==> src/rtl/core/fqs_pkg.sv <==
// ----------------------------------------------------------------------------
// fqs_pkg: shared types and constants
// Transaction payloads, controller states and the command/status bundles that
// join the multilevel feedback scheduler controller and datapath.
// ----------------------------------------------------------------------------
package fqs_pkg;

   localparam int ID_W        = 4;
   localparam int WORK_W      = 8;
   localparam int LEVEL_OUT_W = 3;
   localparam int ID_COUNT    = 1 << ID_W;

   localparam logic FUNC_ADMIT = 1'b0;
   localparam logic FUNC_TICK  = 1'b1;

   typedef struct packed {
      logic              func;
      logic [ID_W-1:0]   proc_id;
      logic [WORK_W-1:0] service_time;
   } req_type;

   typedef struct packed {
      logic [ID_W-1:0]        run_id;
      logic                   idle;
      logic                   done_res;
      logic [LEVEL_OUT_W-1:0] run_level;
   } rsp_type;

   typedef enum logic [2:0] {
      ST_IDLE,
      ST_ADMIT,
      ST_REQUEUE,
      ST_SELECT,
      ST_POP,
      ST_RUN,
      ST_EMIT
   } state_type;

   typedef struct packed {
      logic load;
      logic do_admit;
      logic do_requeue;
      logic do_select;
      logic do_pop;
      logic do_run;
      logic do_emit;
   } cmd_type;

   typedef struct packed {
      logic item_func;
      logic cur_valid;
      logic any_waiting;
      logic out_free;
   } status_type;

endpackage

==> src/rtl/core/feedback_queue_scheduler_pow2_quantum_core.sv <==
// ----------------------------------------------------------------------------
// feedback_queue_scheduler_pow2_quantum_core: multilevel feedback scheduler
// Admit transactions queue a process at level 0; tick transactions run one
// time unit with a quantum of 2^level and report the running process.
// Sequence: a tick passes through admit, requeue, select, pop when a process is
// dequeued, run and emit; an idle tick skips pop and run; an admit gives no result.
// One transaction at a time: a new request is taken only back in idle, and the
// emit step waits on rsp_ready while the output register still holds a result.
// Reset: queues empty, no process running, output register empty.
// ----------------------------------------------------------------------------
module feedback_queue_scheduler_pow2_quantum_core #(
   parameter int NUM_PROCS  = 16,
   parameter int NUM_LEVELS = 8
) (
   input  logic             clock,
   input  logic             reset,
   input  logic             req_valid,
   output logic             req_ready,
   input  fqs_pkg::req_type req_data,
   output logic             rsp_valid,
   input  logic             rsp_ready,
   output fqs_pkg::rsp_type rsp_data
);

   fqs_pkg::cmd_type    cmd;
   fqs_pkg::status_type status;

   fqs_ctrl u_ctrl (
      .clock     (clock),
      .reset     (reset),
      .req_valid (req_valid),
      .status    (status),
      .req_ready (req_ready),
      .cmd       (cmd)
   );

   fqs_datapath #(
      .NUM_PROCS  (NUM_PROCS),
      .NUM_LEVELS (NUM_LEVELS)
   ) u_datapath (
      .clock     (clock),
      .reset     (reset),
      .req_data  (req_data),
      .cmd       (cmd),
      .status    (status),
      .rsp_ready (rsp_ready),
      .rsp_valid (rsp_valid),
      .rsp_data  (rsp_data)
   );

   a_step_onehot: assert property (@(posedge clock) disable iff (reset)
      $onehot0({cmd.load, cmd.do_admit, cmd.do_requeue, cmd.do_select,
                cmd.do_pop, cmd.do_run, cmd.do_emit}))
      else $error("more than one datapath step issued");

   a_emit_free: assert property (@(posedge clock) disable iff (reset)
      cmd.do_emit |-> status.out_free)
      else $error("result loaded over an untaken transaction");

   a_accept_busy: assert property (@(posedge clock) disable iff (reset)
      (req_valid && req_ready) |=> !req_ready)
      else $error("new transaction taken before the previous one was processed");

   a_emit_valid: assert property (@(posedge clock) disable iff (reset)
      cmd.do_emit |=> rsp_valid)
      else $error("emitted result not presented");

endmodule

==> src/rtl/core/fqs_ctrl.sv <==
// ----------------------------------------------------------------------------
// fqs_ctrl: scheduler sequencer
// Steps one transaction through admit, then for a tick requeue, select, pop and run as needed, and emit.
// ----------------------------------------------------------------------------
module fqs_ctrl (
   input  logic               clock,
   input  logic               reset,
   input  logic               req_valid,
   input  fqs_pkg::status_type status,
   output logic               req_ready,
   output fqs_pkg::cmd_type   cmd
);

   fqs_pkg::state_type state_ff, state_in;

   always_ff @(posedge clock) begin
      if (reset) begin
         state_ff <= fqs_pkg::ST_IDLE;
      end else begin
         state_ff <= state_in;
      end
   end

   always_comb begin
      state_in = state_ff;
      case (state_ff)
         fqs_pkg::ST_IDLE: begin
            if (req_valid) begin
               state_in = fqs_pkg::ST_ADMIT;
            end
         end
         fqs_pkg::ST_ADMIT: begin
            // latched item decides the path
            if (status.item_func == fqs_pkg::FUNC_TICK) begin
               state_in = fqs_pkg::ST_REQUEUE;
            end else begin
               state_in = fqs_pkg::ST_IDLE;
            end
         end
         fqs_pkg::ST_REQUEUE: state_in = fqs_pkg::ST_SELECT;
         fqs_pkg::ST_SELECT: begin
            if (status.cur_valid) begin
               state_in = fqs_pkg::ST_RUN;
            end else if (status.any_waiting) begin
               state_in = fqs_pkg::ST_POP;
            end else begin
               state_in = fqs_pkg::ST_EMIT;
            end
         end
         fqs_pkg::ST_POP:  state_in = fqs_pkg::ST_RUN;
         fqs_pkg::ST_RUN:  state_in = fqs_pkg::ST_EMIT;
         fqs_pkg::ST_EMIT: begin
            if (status.out_free) begin
               state_in = fqs_pkg::ST_IDLE;
            end
         end
         default: state_in = fqs_pkg::ST_IDLE;
      endcase
   end

   always_comb begin
      cmd       = '0;
      req_ready = 1'b0;
      case (state_ff)
         fqs_pkg::ST_IDLE: begin
            req_ready = !reset;
            cmd.load  = req_valid && !reset;
         end
         fqs_pkg::ST_ADMIT:   cmd.do_admit   = (status.item_func == fqs_pkg::FUNC_ADMIT);
         fqs_pkg::ST_REQUEUE: cmd.do_requeue = 1'b1;
         fqs_pkg::ST_SELECT:  cmd.do_select  = 1'b1;
         fqs_pkg::ST_POP:     cmd.do_pop     = 1'b1;
         fqs_pkg::ST_RUN:     cmd.do_run     = 1'b1;
         fqs_pkg::ST_EMIT:    cmd.do_emit    = status.out_free;
         default: cmd = '0;
      endcase
   end

endmodule

==> src/rtl/core/fqs_datapath.sv <==
// ----------------------------------------------------------------------------
// fqs_datapath: level queues, work store and result register
// Circular queues per level in one memory, remaining work per id, the running
// process context and the output register.
// ----------------------------------------------------------------------------
module fqs_datapath #(
   parameter int NUM_PROCS  = 16,
   parameter int NUM_LEVELS = 8
) (
   input  logic                clock,
   input  logic                reset,
   input  fqs_pkg::req_type    req_data,
   input  fqs_pkg::cmd_type    cmd,
   output fqs_pkg::status_type status,
   input  logic                rsp_ready,
   output logic                rsp_valid,
   output fqs_pkg::rsp_type    rsp_data
);

   localparam int SW    = $clog2(NUM_PROCS);
   localparam int CW    = $clog2(NUM_PROCS + 1);
   localparam int LW    = $clog2(NUM_LEVELS);
   localparam int QW    = NUM_LEVELS;
   localparam int DEPTH = NUM_LEVELS << SW;
   localparam int AW    = LW + SW;

   fqs_pkg::req_type item_ff;

   logic [SW-1:0] head_ff  [NUM_LEVELS];
   logic [CW-1:0] count_ff [NUM_LEVELS];

   logic [fqs_pkg::ID_W-1:0]   fifo_mem [DEPTH];
   logic [fqs_pkg::ID_W-1:0]   fifo_rdata_ff;
   logic [fqs_pkg::WORK_W-1:0] work_mem [fqs_pkg::ID_COUNT];
   logic [fqs_pkg::WORK_W-1:0] work_rdata_ff;

   logic [fqs_pkg::ID_W-1:0] cur_id_ff;
   logic [LW-1:0]            cur_level_ff;
   logic [QW-1:0]            qleft_ff;
   logic                     cur_valid_ff;

   fqs_pkg::rsp_type res_ff;
   fqs_pkg::rsp_type rsp_data_ff;
   logic             rsp_valid_ff;

   logic [NUM_LEVELS-1:0] nonempty;
   logic                  any_waiting;
   logic [LW-1:0]         first_lvl;
   logic                  admit_ok;
   logic                  expired;
   logic [LW-1:0]         requeue_lvl;
   logic                  push_req;
   logic                  push_en;
   logic [LW-1:0]         push_lvl;
   logic [fqs_pkg::ID_W-1:0] push_id;
   logic [SW:0]           tail_sum;
   logic [SW-1:0]         tail;
   logic                  pop_en;
   logic [SW-1:0]         head_next;
   logic [AW-1:0]         fifo_raddr;
   logic [fqs_pkg::ID_W-1:0] work_raddr;
   logic                  work_we;
   logic [fqs_pkg::ID_W-1:0] work_waddr;
   logic [fqs_pkg::WORK_W-1:0] work_wdata;
   logic [fqs_pkg::WORK_W-1:0] work_left;
   logic [LW+fqs_pkg::LEVEL_OUT_W-1:0] level_ext;

   always_comb begin
      for (int i = 0; i < NUM_LEVELS; i++) begin
         nonempty[i] = (count_ff[i] != '0);
      end
   end

   assign any_waiting = |nonempty;

   always_comb begin
      first_lvl = '0;
      for (int i = NUM_LEVELS - 1; i >= 0; i--) begin
         if (nonempty[i]) begin
            first_lvl = LW'(i);
         end
      end
   end

   assign admit_ok = (item_ff.service_time != '0) && (32'(item_ff.proc_id) < NUM_PROCS);
   assign expired  = cur_valid_ff && (qleft_ff == '0);

   assign requeue_lvl = (any_waiting && (cur_level_ff != LW'(NUM_LEVELS - 1))) ?
                        cur_level_ff + LW'(1) : cur_level_ff;

   assign push_req = (cmd.do_admit && admit_ok) || (cmd.do_requeue && expired);
   assign push_lvl = cmd.do_admit ? '0 : requeue_lvl;
   assign push_id  = cmd.do_admit ? item_ff.proc_id : cur_id_ff;
   assign push_en  = push_req && (count_ff[push_lvl] < CW'(NUM_PROCS));

   assign tail_sum = {1'b0, head_ff[push_lvl]} + (SW+1)'(count_ff[push_lvl]);
   assign tail     = (tail_sum >= (SW+1)'(NUM_PROCS)) ?
                     SW'(tail_sum - (SW+1)'(NUM_PROCS)) : tail_sum[SW-1:0];

   assign pop_en    = cmd.do_select && !cur_valid_ff && any_waiting;
   assign head_next = (head_ff[first_lvl] == SW'(NUM_PROCS - 1)) ?
                      '0 : head_ff[first_lvl] + SW'(1);
   assign fifo_raddr = {first_lvl, head_ff[first_lvl]};

   assign work_raddr = cmd.do_pop ? fifo_rdata_ff : cur_id_ff;
   assign work_left  = (work_rdata_ff != '0) ? work_rdata_ff - 8'd1 : '0;

   assign work_we    = cmd.do_admit ? push_en : cmd.do_run;
   assign work_waddr = cmd.do_admit ? item_ff.proc_id : cur_id_ff;
   assign work_wdata = cmd.do_admit ? item_ff.service_time : work_left;

   assign level_ext = {{fqs_pkg::LEVEL_OUT_W{1'b0}}, cur_level_ff};

   always_ff @(posedge clock) begin
      if (cmd.load) begin
         item_ff <= req_data;
      end
   end

   always_ff @(posedge clock) begin
      if (push_en) begin
         fifo_mem[{push_lvl, tail}] <= push_id;
      end
      fifo_rdata_ff <= fifo_mem[fifo_raddr];
   end

   always_ff @(posedge clock) begin
      if (work_we) begin
         work_mem[work_waddr] <= work_wdata;
      end
      work_rdata_ff <= work_mem[work_raddr];
   end

   always_ff @(posedge clock) begin
      if (reset) begin
         for (int i = 0; i < NUM_LEVELS; i++) begin
            head_ff[i]  <= '0;
            count_ff[i] <= '0;
         end
      end else if (push_en) begin
         count_ff[push_lvl] <= count_ff[push_lvl] + CW'(1);
      end else if (pop_en) begin
         head_ff[first_lvl]  <= head_next;
         count_ff[first_lvl] <= count_ff[first_lvl] - CW'(1);
      end
   end

   always_ff @(posedge clock) begin
      if (reset) begin
         cur_id_ff    <= '0;
         cur_level_ff <= '0;
         qleft_ff     <= '0;
         cur_valid_ff <= 1'b0;
      end else begin
         if (cmd.do_requeue && expired) begin
            cur_valid_ff <= 1'b0;
         end
         if (pop_en) begin
            cur_level_ff <= first_lvl;
            qleft_ff     <= QW'(1) << first_lvl;
            cur_valid_ff <= 1'b1;
         end
         if (cmd.do_pop) begin
            cur_id_ff <= fifo_rdata_ff;
         end
         if (cmd.do_run) begin
            if (work_left == '0) begin
               cur_valid_ff <= 1'b0;
               qleft_ff     <= '0;
            end else begin
               qleft_ff <= qleft_ff - QW'(1);
            end
         end
      end
   end

   always_ff @(posedge clock) begin
      if (cmd.do_select && !cur_valid_ff && !any_waiting) begin
         res_ff.run_id    <= '0;
         res_ff.idle      <= 1'b1;
         res_ff.done_res  <= 1'b0;
         res_ff.run_level <= '0;
      end else if (cmd.do_run) begin
         res_ff.run_id    <= cur_id_ff;
         res_ff.idle      <= 1'b0;
         res_ff.done_res  <= (work_left == '0);
         res_ff.run_level <= level_ext[fqs_pkg::LEVEL_OUT_W-1:0];
      end
   end

   always_ff @(posedge clock) begin
      if (reset) begin
         rsp_valid_ff <= 1'b0;
      end else if (cmd.do_emit) begin
         rsp_valid_ff <= 1'b1;
      end else if (rsp_ready) begin
         rsp_valid_ff <= 1'b0;
      end
   end

   always_ff @(posedge clock) begin
      if (cmd.do_emit) begin
         rsp_data_ff <= res_ff;
      end
   end

   assign rsp_valid = rsp_valid_ff;
   assign rsp_data  = rsp_data_ff;

   assign status.item_func   = item_ff.func;
   assign status.cur_valid   = cur_valid_ff;
   assign status.any_waiting = any_waiting;
   assign status.out_free    = !rsp_valid_ff || rsp_ready;

endmodule

==> config.mk <==
export PLATFORM = sky130hd
export DESIGN_NAME = feedback_queue_scheduler_pow2_quantum_core
export DESIGN_NICKNAME = d
export VERILOG_FILES = /design/src/rtl/core/fqs_pkg.sv /design/src/rtl/core/feedback_queue_scheduler_pow2_quantum_core.sv /design/src/rtl/core/fqs_ctrl.sv /design/src/rtl/core/fqs_datapath.sv
export SDC_FILE = /design/constraint.sdc
export NUM_CORES = 1
export LEC_CHECK = 0
export BUFFER_PORTS_ARGS = -buffer_cell sky130_fd_sc_hd__buf_4
export CELL_PAD_IN_SITES_DETAIL_PLACEMENT = 2
export CELL_PAD_IN_SITES_GLOBAL_PLACEMENT = 2
export CORE_MARGIN = 2
export CORE_UTILIZATION = 48
export CTS_BUF_LIST = sky130_fd_sc_hd__clkbuf_16
export CTS_CLUSTER_DIAMETER = 100
export CTS_CLUSTER_SIZE = 14
export DETAILED_ROUTE_END_ITERATION = 12
export PLACE_DENSITY_LB_ADDON = 0.05
export SLEW_MARGIN = 15
export SYNTH_ARGS = -nofsm -noshare
export SYNTH_HDL_FRONTEND = slang
export SYNTH_SLANG_ARGS = --single-unit
==> constraint.sdc <==
create_clock -name clock -period 10.4 [get_ports clock]
set_clock_uncertainty 0.1 [all_clocks]
set_input_delay 2.08 -clock clock [delete_from_list [all_inputs] [get_ports clock]]
set_output_delay 2.08 -clock clock [all_outputs]
set_load 0.05 [all_outputs]
==> results.md <==
* CTS Buffer Depth at 3
* TritonCTS Buffers at ~60
* Area Overhead vs Synth at 8.64%
* Vias in the first global route at 25,600
* Boundary Pins at 28
* DRC at 0
* Largest net degree at the start of global routing at between 90 and 100
* WS Path Type: flip-flop to flip-flop
* Max Clock Freq at 130 MHz
* DPL Wire Length at 77,800 um
* Gr usage total at 32.9%
* Required time worst endpoint at 10.72 ns
* Total of max-cap violations at 0
* Die H at 269 um
* Clock root buffer master: clkbuf_16
* Number of flops mapped to enable cells by yosys at 734
* TNS Setup at 0 ns
* Slew HR at 15.8%
* Crit path max fanout at 33
* # setup viols final at 0
* Antenna violations before repair at 2
* P_int at 4650 uW
* Sw Share at between 20% and 30%
* Critical Path Source Type: flip-flop
* Post-synthesis instance area at 0.0337 mm^2
* Synth Net Count at 2,724
* Final #Nets at 2,706
* Most frequent cells in the layout: edfxtp_1, nand2_1, nand3_1
* Final hold vios at 0
* Filler cell count at ~6,600
* Slew Viols, Final at 0
* Htree depth at 2
* Slew @ Worst Pin at between 1 and 1.5 ns
* Post-cts sizing count at 0
* Pwr per Cell Area at 172 mW/mm^2
* Clk sinks at 775
* Tmin final at 7.68 ns
* Post-DR vias/cell at 6.47
* Routed via count at 23,700
* Post-route ant nets at 0
* First-pass GRT wire length at 178,000 um
* Layout cells sized above 1 at slightly above 8%
* Most used DFF post-synth: edfxtp_1
* Final period util at 73.8%
* Post-placement cell count at around 3,600
* Area occupied by multi-input gates at 0.0101 mm^2
* Worst-skew pair later-pin latency at 0.67 ns
* Static Leak at 0.0125 uW
* Crit. End Element: flip-flop
* Core Area at 0.0698 mm^2
* Synth Instances at 2,698
* GR Overflow Total at 0
* Post-synth ARST share at 0%
* Flop pwr share at 54.8%
* Starting Density at between 40% and 50%
* DR WL/cell at 32.8 um
* Register area at 0.0229 mm^2
* Post-CTS Setup Inserts at 0
* Initial DRC count at 2,255
* CTS Hold Bufs at 0
* # rows at a little under 100
* Commonest non-fill, non-tap cell in the layout: edfxtp_1
* Comb pwr share at 10.2%
* Number of antenna cells inserted at 0
* Peak VDD IR at 0.144 mV
* Pre-antenna DRT Iters at 5
* Setup slack, reg-to-reg at roughly 2.7 ns
* Share of power burned in the clock network at 35.0%
* Hold WC Path Type: flip-flop to flip-flop
* CTS tree: done
* Synthesis Warnings at 0
* Placer congestion estimate at around 0.93
* RSZ-0062 raised after global routing: false
* Post-Route WL at ~120,000 um
* Crit path DAT at 8.00 ns
* Yosys reg bits at between 700 and 800
* Status: completed
* Post-synth cell types at 87
* Sw power at 1650 uW
* Die X-Extent at 269 um
* Non-filler cells, final at 3,658
* Syn_area_per_cell at 12.5 um^2
* Die footprint at 0.0724 mm^2
* Worst-path clk slew at about 0.070 ns
* Port bufs at 27
* Post-synthesis sequential area ratio at 67.7%
-- worst max-delay path, stage by stage (launching register included) --
cell	delay, ns
edfxtp_1	0.44
nor4_1	0.87
and4_1	0.51
a31oi_1	0.20
nand2b_1	0.45
o2111ai_1	0.44
o21a_4	0.20
buf_4	0.46
inv_2	0.45
buf_4	0.43
nor2_1	1.02
a32oi_1	0.21
nand4_1	0.19
nand2_1	0.07
nor4b_1	0.89
a31oi_1	0.45
-- layer usage --
layer  vias to the layer above  GRT usage (%)  share of wire [%]
li1                      10100              -                  -
met3                       286           4.42                5.4
met2                       875           57.8                 51
met5                         -              0              0.019
met4                         4           13.7                4.5
met1                     12400           40.8                 39
-- per-stage QoR --
step / util [%] / total power [uW] / setup slack (ns) / hold WS [ns] / cell area (um^2)
after floorplan: - / 3890 / 4.49 / 0.308 / 33700
after global placement: 49.9 / 4120 / 3.19 / 0.316 / 34800
after detailed placement: 49.9 / 4150 / 2.81 / 0.324 / 34800
after CTS: 52.4 / 6320 / 2.83 / 0.342 / 36600
after global routing: 52.5 / 6440 / 2.53 / 0.353 / 36700
final: 52.5 / 6300 / 2.72 / 0.336 / 36700
-- state kept, by name (all words and copies together), names as in the netlist, 8 cells and up --
name                      count
u_datapath.res_ff             9
u_datapath.rsp_data           9
u_datapath.head_ff           32
u_datapath.item_ff           12
u_datapath.count_ff          40
u_datapath.work_mem         128
u_datapath.fifo_mem         512
u_datapath.work_rdata_ff      8
u_datapath.qleft_ff           8
-- kinds of logic (layout without fill, tap and decap cells) --
| group | count (synthesis) | count (layout) | share of synthesized area [%] |
|---|---|---|---|
| AOI/OAI and AO/OA | 385 | 385 | 8.18 |
| and+or+nand+nor | 1181 | 1181 | 16.2 |
| adders and majority gates | 9 | 9 | 0.334 |
| buffers and inverters | 189 | 209 | 2.68 |
| muxes | 137 | 137 | 4.09 |
| xor gates and xnor gates | 22 | 22 | 0.771 |
| DFF | 775 | 775 | 67.7 |
-- final cells by class --
cell class	instances	area share (%)
Multi-Input combinational cell	1734	27.7
Inverter	25	0.287
Sequential cell	775	62.4
Timing Repair Buffer	83	1.70
Clock inverter	38	0.474
Tap cell	940	3.21
Clock buffer	63	4.30
-- path summary, 6_finish.rpt --
path | start | endpoint | cells after the start
max | u_datapath.count_ff[3][4] | u_datapath.fifo_rdata_ff[2] | 15
min reg2reg | u_datapath.res_ff[2] | u_datapath.rsp_data[2] | 0
max reg2reg | u_datapath.count_ff[3][4] | u_datapath.fifo_rdata_ff[2] | 15
min | u_datapath.res_ff[2] | u_datapath.rsp_data[2] | 0
-- power groups by stage --
stage / combinational [uW] / sequential, uW / clock (uW)
2_1_floorplan: 378 / 3510 / 0
3_3_place_gp: 603 / 3520 / 0
3_5_place_dp: 630 / 3520 / 0
4_1_cts: 636 / 3450 / 2230
5_1_grt: 671 / 3450 / 2320
6_report: 644 / 3450 / 2200
-- synth_stat cells, types with 41 or more instances --
| library cell | number | area share [%] |
|---|---|---|
| a211oi_1 | 58 | 1.3 |
| a21oi_1 | 78 | 1.2 |
| and2_1 | 42 | 0.78 |
| buf_2 | 48 | 0.71 |
| clkbuf_1 | 81 | 0.90 |
| dfxtp_1 | 41 | 2.4 |
| edfxtp_1 | 734 | 65 |
| mux2i_1 | 132 | 3.9 |
| nand2_1 | 542 | 6.0 |
| nand3_1 | 153 | 2.3 |
| nor2_1 | 148 | 1.6 |
| nor3_1 | 136 | 2.0 |
| o21ai_0 | 43 | 0.64 |
(Power assumes the default switching activity.)
